## config.mk

```make
export PLATFORM = sky130hd
export DESIGN_NAME = decimating_fir_filter
export DESIGN_NICKNAME = d
export VERILOG_FILES = /design/src/sv/dfir_pkg.sv /design/src/sv/dfir_dly.sv /design/src/sv/dfir_coef.sv /design/src/sv/dfir_mac.sv /design/src/sv/decimating_fir_filter.sv
export SDC_FILE = /design/constraint.sdc
export NUM_CORES = 2
export LEC_CHECK = 0
export BUFFER_PORTS_ARGS = -buffer_cell sky130_fd_sc_hd__buf_4
export CAP_MARGIN = 15
export CORE_MARGIN = 2
export CORE_UTILIZATION = 25
export CTS_CLUSTER_SIZE = 30
export DETAILED_ROUTE_END_ITERATION = 6
export PLACE_DENSITY_LB_ADDON = 0.12
export SLEW_MARGIN = 20
export SYNTH_ARGS = -nofsm -noshare
export SYNTH_HDL_FRONTEND = slang
export SYNTH_HIERARCHICAL = 1
export SYNTH_SLANG_ARGS = --single-unit
```

## constraint.sdc

```tcl
create_clock -name clk -period 6.4 [get_ports clk]
set_input_delay 0.64 -clock clk [delete_from_list [all_inputs] [get_ports clk]]
set_output_delay 0.64 -clock clk [all_outputs]
set_load 0.02 [all_outputs]
```

## src/sv/dfir_pkg.sv

```systemverilog
// Shared types and constants for the decimating FIR filter.
`timescale 1ns / 1ps

package dfir_pkg;

  localparam int SAMPLE_W   = 16;
  localparam int COEF_W     = 16;
  localparam int COEF_IDX_W = 6;
  localparam int DEC_W      = 5;
  localparam int TAPS_CFG_W = 7;
  localparam int PHASE_W    = 4;
  localparam int CFG_IDX_W  = 2;
  localparam int CFG_DATA_W = 8;
  localparam int PROD_W     = SAMPLE_W + COEF_W;

  localparam logic [DEC_W-1:0] DEC_MAX = DEC_W'(16);

  localparam logic MODE_FILTER = 1'b0;
  localparam logic MODE_COEF   = 1'b1;

  typedef enum logic [CFG_IDX_W-1:0] {
    REG_DECIMATION  = 2'd0,
    REG_TAPS_IN_USE = 2'd1
  } cfg_reg_t;

  typedef enum logic [1:0] {
    ST_IDLE,
    ST_READ,
    ST_WAIT,
    ST_FINISH
  } state_t;

  typedef struct packed {
    logic                         mode;
    logic signed [SAMPLE_W-1:0]   sample;
    logic                         block_start;
    logic [COEF_IDX_W-1:0]        coef_index;
    logic signed [COEF_W-1:0]     coef_value;
  } item_t;

  typedef struct packed {
    logic signed [SAMPLE_W-1:0] filtered;
    logic                       clipped;
  } result_t;

  typedef struct packed {
    logic clear;
    logic tap_vld;
    logic tap_last;
  } mac_ctrl_t;

endpackage

```

## src/sv/dfir_dly.sv

```systemverilog
// Circular delay line memory with head pointer and fill count.
`timescale 1ns / 1ps

module dfir_dly import dfir_pkg::*; #(
  parameter int TAPS = 64,
  parameter int AW   = 6,
  parameter int CW   = 7
) (
  input  logic                       clk,
  input  logic                       rst,
  input  logic                       wr_en,
  input  logic signed [SAMPLE_W-1:0] wr_data,
  input  logic                       rd_en,
  input  logic [AW-1:0]              rd_tap,
  output logic signed [SAMPLE_W-1:0] rd_data
);

  logic signed [SAMPLE_W-1:0] mem [TAPS];
  logic [AW-1:0]              head;
  logic [AW-1:0]              head_next;
  logic [CW-1:0]              fill;
  logic [AW-1:0]              rd_addr;
  logic signed [SAMPLE_W-1:0] rd_q;
  logic                       rd_live;

  assign head_next = (head == AW'(TAPS - 1)) ? '0 : head + AW'(1);
  assign rd_addr   = (head >= rd_tap) ? head - rd_tap : head + AW'(TAPS) - rd_tap;

  always_ff @(posedge clk) begin
    if (rst) begin
      head <= '0;
      fill <= '0;
    end else if (wr_en) begin
      head <= head_next;
      if (fill != CW'(TAPS)) begin
        fill <= fill + CW'(1);
      end
    end
  end

  always_ff @(posedge clk) begin
    if (wr_en) begin
      mem[head_next] <= wr_data;
    end
    if (rd_en) begin
      rd_q    <= mem[rd_addr];
      rd_live <= CW'(rd_tap) < fill;
    end
  end

  assign rd_data = rd_live ? rd_q : '0;

endmodule

```

## src/sv/dfir_coef.sv

```systemverilog
// Coefficient memory with per-entry valid bits.
`timescale 1ns / 1ps

module dfir_coef import dfir_pkg::*; #(
  parameter int TAPS = 64,
  parameter int AW   = 6
) (
  input  logic                     clk,
  input  logic                     rst,
  input  logic                     wr_en,
  input  logic [AW-1:0]            wr_addr,
  input  logic signed [COEF_W-1:0] wr_data,
  input  logic                     rd_en,
  input  logic [AW-1:0]            rd_addr,
  output logic signed [COEF_W-1:0] rd_data
);

  logic signed [COEF_W-1:0] mem [TAPS];
  logic [TAPS-1:0]          vld;
  logic signed [COEF_W-1:0] rd_q;
  logic                     rd_live;

  always_ff @(posedge clk) begin
    if (rst) begin
      vld <= '0;
    end else if (wr_en) begin
      vld[wr_addr] <= 1'b1;
    end
  end

  always_ff @(posedge clk) begin
    if (wr_en) begin
      mem[wr_addr] <= wr_data;
    end
    if (rd_en) begin
      rd_q    <= mem[rd_addr];
      rd_live <= vld[rd_addr];
    end
  end

  assign rd_data = rd_live ? rd_q : '0;

endmodule

```

## src/sv/dfir_mac.sv

```systemverilog
// Shared multiply-accumulate with scaling and 16-bit saturation.
`timescale 1ns / 1ps

module dfir_mac import dfir_pkg::*; #(
  parameter int ACC_W     = 38,
  parameter int COEF_FRAC = 15
) (
  input  logic                       clk,
  input  logic                       rst,
  input  mac_ctrl_t                  ctrl,
  input  logic signed [SAMPLE_W-1:0] smp,
  input  logic signed [COEF_W-1:0]   coef,
  output logic                       done,
  output result_t                    res
);

  localparam longint ROUND_L = (longint'(1) << COEF_FRAC) - 1;
  localparam longint HI_L    = longint'(32767) << COEF_FRAC;
  localparam longint LO_L    = -(longint'(32768) << COEF_FRAC);

  localparam logic signed [ACC_W-1:0] ROUND = ACC_W'(ROUND_L);
  localparam logic signed [ACC_W-1:0] HI    = ACC_W'(HI_L);
  localparam logic signed [ACC_W-1:0] LO    = ACC_W'(LO_L);

  logic signed [PROD_W-1:0] prod;
  logic                     prod_vld;
  logic                     prod_last;
  logic signed [ACC_W-1:0]  acc;
  logic                     acc_last;
  logic signed [ACC_W-1:0]  biased;
  logic signed [ACC_W-1:0]  shifted;

  always_ff @(posedge clk) begin
    if (ctrl.tap_vld) begin
      prod <= smp * coef;
    end
    if (ctrl.clear) begin
      acc <= '0;
    end else if (prod_vld) begin
      acc <= acc + ACC_W'(prod);
    end
  end

  always_ff @(posedge clk) begin
    if (rst) begin
      prod_vld  <= 1'b0;
      prod_last <= 1'b0;
      acc_last  <= 1'b0;
      done      <= 1'b0;
    end else begin
      prod_vld  <= ctrl.tap_vld;
      prod_last <= ctrl.tap_vld && ctrl.tap_last;
      acc_last  <= prod_vld && prod_last;
      done      <= acc_last;
    end
  end

  assign biased  = acc + (acc[ACC_W-1] ? ROUND : '0);
  assign shifted = biased >>> COEF_FRAC;

  always_ff @(posedge clk) begin
    if (acc_last) begin
      if (acc > HI) begin
        res.filtered <= 16'sh7fff;
        res.clipped  <= 1'b1;
      end else if (acc < LO) begin
        res.filtered <= -16'sh8000;
        res.clipped  <= 1'b1;
      end else begin
        res.filtered <= shifted[SAMPLE_W-1:0];
        res.clipped  <= 1'b0;
      end
    end
  end

endmodule

```

## src/sv/decimating_fir_filter.sv

```systemverilog
// Decimating FIR filter top level: control sequencer, config and result register.
`timescale 1ns / 1ps

// Direct-form FIR over signed 16-bit samples with decimation. A coefficient
// beat, and a sample beat that falls off the decimation phase, are taken in the
// idle state without leaving it. A kept sample is taken in the idle state, then
// one shared multiplier walks the taps one per cycle, reading one entry of the
// delay-line memory and one of the coefficient memory each cycle, then the
// pipeline drains through the memory read, product, accumulator and saturation
// registers, then the result register is loaded, which stretches while an
// earlier result is still unaccepted. The result register decouples the output
// side, so the next beat is taken while a result waits.
// Both memories read as zero until written; no clearing pass follows reset.
module decimating_fir_filter import dfir_pkg::*; #(
  parameter int TAPS      = 64,
  parameter int COEF_FRAC = 15
) (
  input  logic                  clk,
  input  logic                  rst,
  input  logic                  item_valid,
  output logic                  item_ready,
  input  item_t                 item,
  output logic                  result_valid,
  input  logic                  result_ready,
  output result_t               result,
  input  logic                  cfg_valid,
  output logic                  cfg_ready,
  input  logic [CFG_IDX_W-1:0]  cfg_index,
  input  logic [CFG_DATA_W-1:0] cfg_data
);

  localparam int AW    = $clog2(TAPS);
  localparam int CW    = $clog2(TAPS + 1);
  localparam int ACC_W = PROD_W + $clog2(TAPS);

  state_t               state;
  state_t               state_next;
  logic [DEC_W-1:0]     decimation;
  logic [TAPS_CFG_W-1:0] taps_in_use;
  logic [PHASE_W-1:0]   phase;
  logic [AW-1:0]        tap;
  logic [AW-1:0]        last_tap;
  logic                 rd_vld;
  logic                 rd_last;

  logic                 take;
  logic                 smp_go;
  logic                 coef_go;
  logic                 launch;
  logic                 rd_en;
  logic                 rd_end;
  logic                 load;
  logic [PHASE_W-1:0]   ph_start;
  logic [DEC_W-1:0]     ph_inc;
  logic [DEC_W-1:0]     dec_eff;
  logic [8:0]           tap_lim;
  logic signed [SAMPLE_W-1:0] dly_q;
  logic signed [COEF_W-1:0]   coef_q;
  mac_ctrl_t            mac_ctrl;
  logic                 mac_done;
  result_t              mac_res;

  assign cfg_ready = 1'b1;
  assign take      = item_valid && item_ready;
  assign smp_go    = take && (item.mode == MODE_FILTER);
  assign coef_go   = take && (item.mode == MODE_COEF) && (9'(item.coef_index) < 9'(TAPS));

  assign ph_start = item.block_start ? '0 : phase;
  assign ph_inc   = {1'b0, ph_start} + DEC_W'(1);
  always_comb begin
    priority if (decimation == '0) begin
      dec_eff = DEC_W'(1);
    end else if (decimation > DEC_MAX) begin
      dec_eff = DEC_MAX;
    end else begin
      dec_eff = decimation;
    end
  end
  assign launch = smp_go && (ph_start == '0);

  always_comb begin
    priority if (taps_in_use == '0) begin
      tap_lim = 9'd1;
    end else if (9'(taps_in_use) > 9'(TAPS)) begin
      tap_lim = 9'(TAPS);
    end else begin
      tap_lim = 9'(taps_in_use);
    end
  end

  always_ff @(posedge clk) begin
    if (rst) begin
      decimation  <= DEC_W'(1);
      taps_in_use <= TAPS_CFG_W'(64);
    end else if (cfg_valid && cfg_ready) begin
      unique case (cfg_index)
        REG_DECIMATION:  decimation  <= cfg_data[DEC_W-1:0];
        REG_TAPS_IN_USE: taps_in_use <= cfg_data[TAPS_CFG_W-1:0];
        default: ;
      endcase
    end
  end

  always_ff @(posedge clk) begin
    if (rst) begin
      phase <= '0;
    end else if (smp_go) begin
      phase <= (ph_inc >= dec_eff) ? '0 : ph_inc[PHASE_W-1:0];
    end
  end

  always_ff @(posedge clk) begin
    if (rst) begin
      state <= ST_IDLE;
    end else begin
      state <= state_next;
    end
  end

  always_comb begin
    state_next = state;
    item_ready = 1'b0;
    rd_en      = 1'b0;
    load       = 1'b0;
    rd_end     = tap == last_tap;
    unique case (state)
      ST_IDLE: begin
        item_ready = 1'b1;
        if (launch) begin
          state_next = ST_READ;
        end
      end
      ST_READ: begin
        rd_en = 1'b1;
        if (rd_end) begin
          state_next = ST_WAIT;
        end
      end
      ST_WAIT: begin
        if (mac_done) begin
          state_next = ST_FINISH;
        end
      end
      ST_FINISH: begin
        if (!result_valid || result_ready) begin
          load       = 1'b1;
          state_next = ST_IDLE;
        end
      end
      default: state_next = ST_IDLE;
    endcase
  end

  always_ff @(posedge clk) begin
    if (launch) begin
      tap      <= '0;
      last_tap <= AW'(tap_lim - 9'd1);
    end else if (rd_en) begin
      tap <= tap + AW'(1);
    end
  end

  always_ff @(posedge clk) begin
    if (rst) begin
      rd_vld  <= 1'b0;
      rd_last <= 1'b0;
    end else begin
      rd_vld  <= rd_en;
      rd_last <= rd_en && rd_end;
    end
  end

  assign mac_ctrl.clear    = launch;
  assign mac_ctrl.tap_vld  = rd_vld;
  assign mac_ctrl.tap_last = rd_last;

  dfir_dly #(
    .TAPS (TAPS),
    .AW   (AW),
    .CW   (CW)
  ) u_dly (
    .clk     (clk),
    .rst     (rst),
    .wr_en   (smp_go),
    .wr_data (item.sample),
    .rd_en   (rd_en),
    .rd_tap  (tap),
    .rd_data (dly_q)
  );

  dfir_coef #(
    .TAPS (TAPS),
    .AW   (AW)
  ) u_coef (
    .clk     (clk),
    .rst     (rst),
    .wr_en   (coef_go),
    .wr_addr (AW'(item.coef_index)),
    .wr_data (item.coef_value),
    .rd_en   (rd_en),
    .rd_addr (tap),
    .rd_data (coef_q)
  );

  dfir_mac #(
    .ACC_W     (ACC_W),
    .COEF_FRAC (COEF_FRAC)
  ) u_mac (
    .clk  (clk),
    .rst  (rst),
    .ctrl (mac_ctrl),
    .smp  (dly_q),
    .coef (coef_q),
    .done (mac_done),
    .res  (mac_res)
  );

  always_ff @(posedge clk) begin
    if (rst) begin
      result_valid <= 1'b0;
    end else if (load) begin
      result_valid <= 1'b1;
    end else if (result_ready) begin
      result_valid <= 1'b0;
    end
  end

  always_ff @(posedge clk) begin
    if (load) begin
      result <= mac_res;
    end
  end

`ifndef SYNTH
  a_done_in_wait: assert property (@(posedge clk) disable iff (rst)
    mac_done |-> state == ST_WAIT)
    else $error("accumulator finished outside the wait state");

  a_result_from_finish: assert property (@(posedge clk) disable iff (rst)
    $rose(result_valid) |-> $past(state) == ST_FINISH)
    else $error("result beat raised outside the finish state");

  a_accept_lands: assert property (@(posedge clk) disable iff (rst)
    item_valid && item_ready |=> state == ST_IDLE || state == ST_READ)
    else $error("accepted beat left the sequencer in a wrong state");
`endif

endmodule
```

=== Word level (Yosys, flattened, before mapping) ===
Memories as Yosys holds them, arrays and structs flattened. A register that Yosys moved wholly into a read port is not among the register bits.
Index checks and enable logic that the tools add are counted.

* Latch bits: 0
* Register bits after elaboration: 220
* Memories kept: 2
* Memory bits (writable): 2048
* Bits in read-only memories: 0
* Word-level logic and storage cells: 107
* Output and inout port bits: 20

* Reductions and logical operators: 20
* Bitwise gates (word level): 2
* Multipliers: 1
* Muxes and demuxes: 30
* Shift-type cells: 0
* $add $sub $neg: 8
* Div/mod/pow operators: 0
* Equality and inequality tests: 11
* $lt $le $gt $ge: 9

{| class="wikitable"
|+ Memories
! name !! depth !! width !! rd ports !! clocked after memory_dff !! wr ports !! line !! RTL
|-
| u_coef.mem || 64 || 16 || 1 || 1 || 1 || dfir_coef.sv:18 || <nowiki>logic signed [COEF_W-1:0] mem [TAPS];</nowiki>
|-
| u_dly.mem || 64 || 16 || 1 || 1 || 1 || dfir_dly.sv:18 || <nowiki>logic signed [SAMPLE_W-1:0] mem [TAPS];</nowiki>
|}

{| class="wikitable"
|+ Operators with widths
! kind !! count
|-
| $or A64 B64 Y64 || 1
|-
| $add A38 B32 Y38 || 1
|-
| $gt A38 B31 Y1 const B || 1
|-
| $lt A38 B31 Y1 const B || 1
|-
| $mul A16 B16 Y32 || 1
|-
| $mux W16 || 2
|-
| $add A31 B31 Y31 || 1
|-
| $mux W6 || 3
|-
| $mux W17 || 1
|-
| $mux W15 || 1
|-
| $lt A6 B7 Y1 const B || 2
|-
| $add A6 B1 Y6 const B || 2
|-
| $mux W1 || 12
|-
| $mux W5 || 2
|-
| $logic_and A1 B1 Y1 || 8
|-
| $mux W2 || 4
|-
| $mux W4 || 2
|-
| $pmux W2 S4 || 1
|-
| $add A7 B1 Y7 const B || 1
|-
| $gt A7 B7 Y1 const B || 1
|-
| $logic_not A7 Y1 || 1
|-
| $lt A6 B7 Y1 || 1
|-
| $ne A7 B7 Y1 const B || 1
|-
| $bmux W1 S6 || 1
|-
| 22 further kinds || 29
|}

=== Longest topological paths before layout ===
* Depth after elaboration: 7
* Gate-level depth with buffers: 27
* Gate-level depth less buffers: 25

=== Cells and area by module ===
The synthesis kept the hierarchy.

{| class="wikitable"
|+ By module, submodules not included
! module !! area each (um^2) !! cells an instance !! seq. area each (um^2) !! instances
|-
| dfir_coef || 42146.7 || 2008 || 32541.2 || 1
|-
| dfir_dly || 41597.4 || 1872 || 31520.2 || 1
|-
| dfir_mac || 15194.6 || 1614 || 2312.2 || 1
|-
| decimating_fir_filter || 2208.4 || 198 || 1231.2 || 1
|}

=== Least setup slack after synthesis ===
No wires, ideal clock.

* Kind: reg2reg
* From: register u_coef.rd_live
* To: register u_mac.prod[30] (data pin)
* Path buffers: 2
* Period minus slack after synthesis: 6544 ps
* Slack: -144 ps
* Data arrival time: 6287 ps
* Stages on the path, launching flop included: 25
* Required time: 6142 ps
* Cell sequence: edfxtp_1 > clkbuf_1 > and2_1 > clkbuf_1 > nand2_1 > fa_1 > inv_1 > fa_1 > fa_1 > fa_1 > fa_1 > inv_1 > fa_1 > inv_1 > ha_1 > a21o_1 > a21oi_1 > o21ai_0 > or3_1 > a211oi_1 > nor3_1 > o21a_1 > a211o_1 > a21oi_1 > xnor2_1

* Longest elaborated chain between the ends: 2

{| class="wikitable"
|+ RTL lines
! what !! line !! RTL
|-
| start: declaration || dfir_coef.sv:21 || <nowiki>logic rd_live;</nowiki>
|-
| start signal: assignment || dfir_coef.sv:37 || <nowiki>rd_live <= vld[rd_addr];</nowiki>
|-
| $mux W16 || dfir_coef.sv:41 || <nowiki>assign rd_data = rd_live ? rd_q : '0;</nowiki>
|-
| net coef_q[7] || decimating_fir_filter.sv:58 || <nowiki>logic signed [COEF_W-1:0] coef_q;</nowiki>
|-
| $mul A16 B16 Y32 || dfir_mac.sv:35 || <nowiki>prod <= smp * coef;</nowiki>
|-
| end signal: assignment || dfir_mac.sv:35 ||
|-
| end: declaration || dfir_mac.sv:25 || <nowiki>logic signed [PROD_W-1:0] prod;</nowiki>
|}

The timed path passes the listed nets, and every way through them passes these cells.
A chain may end at the register's enable or synchronous reset.

=== Worst setup path in the final report ===
* From: register u_coef.rd_live
* To: register u_mac.prod[31] (data pin)

The elaborated chain is that of the path after synthesis.

==> metrics.csv <==
stage,metric,value,unit
logic_synthesis,synthFlopType,edfxtp_1,
logic_synthesis,synth_nets,6170,
place,pre_cts_ws,-0.385,ns
floorplanning,start_util,0.251,
routing,drt.antenna.violating_nets,0,
grt,track_usage,0.137,
worst_setup_path,crit_required,7.01,ns
worst_setup_path,timing.rr.start,u_coef/rd_live$_DFFE_PP_,
place,detailed_place_hpwl,177,mm
grt,grt_max_degree,103,
logic_synthesis,synthesis.area,101000,um^2
logic_synthesis,syn_avg_cell_area,17.8,um^2
logic_synthesis,yosys.area_share.adder,0.0719,
layout,multi_input_area,31500,um^2
floorplanning,die_h,640,um
logic_synthesis,synthDistinctLibCells,88,
layout,nFillCells,40000,
place,routabilityCongestion,0.777,
routing,wl_per_cell,24.2,um
timing,clock-skew-final,0.0621,ns
grt,grt_pass1_vias,55000,
floorplanning,die_area,410000,um^2
worst_setup_path,start_kind,flip-flop,
pwr,vdd.ir_drop.worst,0.559,mV
cts,clk_latency,0.89,ns
routing,first_pass_iters,6,
floorplanning,io_pins,75,
timing,fin_ws,0.0585,ns
worst_setup_path,critPathKind,reg2reg,
worst_setup_path,path_max_fanout,6,
layout,ff_latch_area,67600,um^2
routing,totalWireLength,285,mm
timing,rsz0062_at_grt,true,
pwr,p_leak,40.1,nW
logic_synthesis,synth_mux_area_frac,0.146,
grt,grt-ovfl-total,0,
logic_synthesis,synth_seq_cells,2300,
logic_synthesis,yosysTopAreaCell,edfxtp_1,
layout,synthToLayoutAreaGrowth,17.8,%
cts,cts.root.buffer_cell,clkbuf_16,
floorplanning,core.rowCount,233,
routing,drc,0,
worst_setup_path,end_kind,flip-flop,
worst_hold_path,hold_start,cfg_index[1],
logic_synthesis,ys_async_sr_fraction,0,
layout,layout-drive-gt1-share,0.237,
place,portBuffers,72,
logic_synthesis,synth_enable_flop_cells,2154,
floorplanning,design.core.area,403000,um^2
cts,clk_path_buf_depth,4,
routing,dr_wl_met3,10.9,mm
timing,fmax,0.158,GHz
cts,cts_tree,done,
pwr,power_density,494,nW/um^2
cts,cts_made_buffers,276,
logic_synthesis,synth_top_area_share,0.639,
logic_synthesis,synth-compound-area-share,0.0290,
timing,final_max_slew_viol_count,0,
logic_synthesis,syn_inst,5692,
routing,top_layer_used,met5,
routing,drt_iter0_drc,3518,
floorplanning,die_w,640,um
flow_run,drv_cap,0,
pwr,totalPowerFinal,58.9,mW
logic_synthesis,yosysWarnings,6,
timing,fin_crit_sh,0.991,
worst_setup_path,startpoint,u_coef/rd_live$_DFFE_PP_,
worst_hold_path,hold_path.class,in2reg,
routing,num_vias,51600,
timing,hold_violations,0,
routing,met1_length,131,mm
logic_synthesis,synth_xor_area_frac,0.00944,
timing,period_minus_slack,6.34,ns
layout,nets,6586,
timing,worst_pin_slew,1.15,ns
routing,drt-vias-per-instance,4.39,
grt,grt_pass1_wl,409,mm
outcome,status,"finished, final reports clean",
logic_synthesis,synth_top_family_by_area,multiplexers,
logic_synthesis,synthTopCellsByArea,"edfxtp_1 64%, mux4_2 12%, fa_1 5.2%",
timing,setup_viol_count_final,0,
logic_synthesis,ys_seq_area_frac,0.668,
cts,cts_sinks,2300,
grt,antenna_found_initial,25,
logic_synthesis,yosys.area_share.simple,0.0490,
routing,dr_wl_met2,136,mm
worst_setup_path,arrival,6.95,ns
cts,cts_max_level,5,
timing,maxSlewHeadroom,0.234,
cts,clkTransAtPathRegs,0.06,ns
==> synth_stat cells (all sizes together), types with 10 or more instances <==
library cell and count:
nor2 400, and3 16, o21ai 55, ha 159, xor2 42, a31oi 11, a211oi 10, inv 325
or3b 10, edfxtp 2154, fa 264, xnor2 64, mux4 520, clkbuf 104, o22ai 52, a22oi 74
and2 170, nand2 195, and4 14, a21oi 84, a211o 14, dfxtp 146, or3 11, nor3 34
buf 160, nand3b 13, mux2i 293, o21a 17, nand2b 24, a21o 39, nand4 16, o21bai 12
nand3 64, nor2b 27
==> final cells by class <==
cell class / instances / share of cell area
Sequential cell: 2300 / 0.568
Multi-Input combinational cell: 2803 / 0.264
Clock buffer: 351 / 0.0616
Tap cell: 5405 / 0.0568
Timing Repair Buffer: 402 / 0.0284
Clock inverter: 140 / 0.0105
Inverter: 325 / 0.0102
Antenna cell: 15 / 0.000315
==> path summary, 6_finish.rpt <==
| path | endpoint | depth (start not counted) | slack, ns |
|---|---|---|---|
| min | decimation[0]$_SDFFE_PP1P_ | 4 | 0.14 |
| max reg2reg | u_mac/prod[31]$_DFFE_PP_ | 26 | 0.06 |
| max | u_mac/prod[31]$_DFFE_PP_ | 26 | 0.06 |
| min reg2reg | result[15]$_DFFE_PP_ | 0 | 0.42 |
==> timing repair <==
action / CTS / global route
endpoints found under the hold margin: 13 / 0
cloned: 0 / 1
pin swaps: 15 / 43
hold buffers: 8 / 0
endpoints found under the setup margin: 7 / 11
buffers inserted: 0 / 8
resized for setup: 59 / 76
==> cells in the final DEF (no fill, tap or decap), types with 27 or more instances in the layout <==
cell and count:
a21o_1 39, a21oi_1 72, a22oi_1 74, and2_1 138
and2_4 27, buf_4 356, clkbuf_1 68, clkbuf_16 283
clkinv_1 56, clkinv_2 43, dfxtp_1 140, edfxtp_1 2154
fa_1 251, ha_1 152, inv_1 312, mux2i_1 293
mux4_2 520, nand2_1 190, nand3_1 63, nor2_1 330
nor2_2 64, nor3_1 29, o21ai_0 49, o22ai_1 51
xnor2_1 61, xor2_1 41
==> cell families (layout without fill, tap and decap cells) <==
| group | count (synthesis) | in the layout |
|---|---|---|
| DFF | 2300 | 2300 |
| buffers and inverters | 589 | 1218 |
| and+or+nand+nor | 1024 | 1024 |
| xor gates and xnor gates | 106 | 106 |
| adders and majority gates | 423 | 423 |
| other | 1 | 16 |
| AOI/OAI and AO/OA | 427 | 427 |
| muxes | 822 | 822 |
==> registers in the layout (all words and copies together), names as in the netlist, 4 cells and up <==
| register | cells |
|---|---|
| result | 17 |
| u_dly/mem | 1024 |
| u_mac/acc | 38 |
| last_tap | 6 |
| u_dly/rd_q | 16 |
| u_coef/vld | 64 |
| tap | 6 |
| taps_in_use | 7 |
| u_dly/head | 6 |
| u_mac/res | 17 |
| u_mac/prod | 32 |
| u_coef/mem | 1024 |
| phase | 4 |
| u_coef/rd_q | 16 |
| decimation | 5 |
| u_dly/fill | 7 |
==> power by group <==
group / total [mW] / internal (mW) / switching (mW)
logic: 26.0 / 11.2 / 14.8
registers: 17.8 / 17.4 / 0.354
clock network: 15.1 / 8.76 / 6.35
total: 58.9 / 37.4 / 21.5
==> routing by layer <==
metal | GRT usage | vias up
li1 | - | 22900
met5 | 0 | -
met2 | 0.226 | 845
met3 | 0.0197 | 346
met1 | 0.191 | 27500
met4 | 0.0324 | 8
==> worst max-delay path, cell delays in order, from the launching register on <==
cell	delay, ns
edfxtp_1	0.40
buf_6	0.15
and2_4	0.16
buf_6	0.13
and2_4	0.15
fa_1	0.55
inv_2	0.04
fa_1	0.49
fa_1	0.56
inv_2	0.05
fa_1	0.46
fa_1	0.54
inv_2	0.04
fa_1	0.51
inv_2	0.05
ha_4	0.27
nand3_4	0.09
o22ai_2	0.14
nor2_1	0.06
buf_4	0.14
buf_6	0.12
a21oi_4	0.19
o2111ai_4	0.17
a31oi_4	0.26
a211oi_2	0.09
o21bai_1	0.16
xnor2_1	0.08
==> metrics by stage <==
step	area [um^2]	std cells	hold slack, ns	setup TNS (ns)	util
floorplan	101000	5692	0.400	0	-
global placement	110000	11200	0.410	-1.91	0.273
detailed placement	110000	11200	0.405	-1.68	0.273
CTS	119000	11700	0.0430	0	0.295
global route	119000	11700	0.0948	-0.738	0.296
finish	119000	11700	0.140	0	0.296
Note: power is estimated with default switching activity, not from simulation.
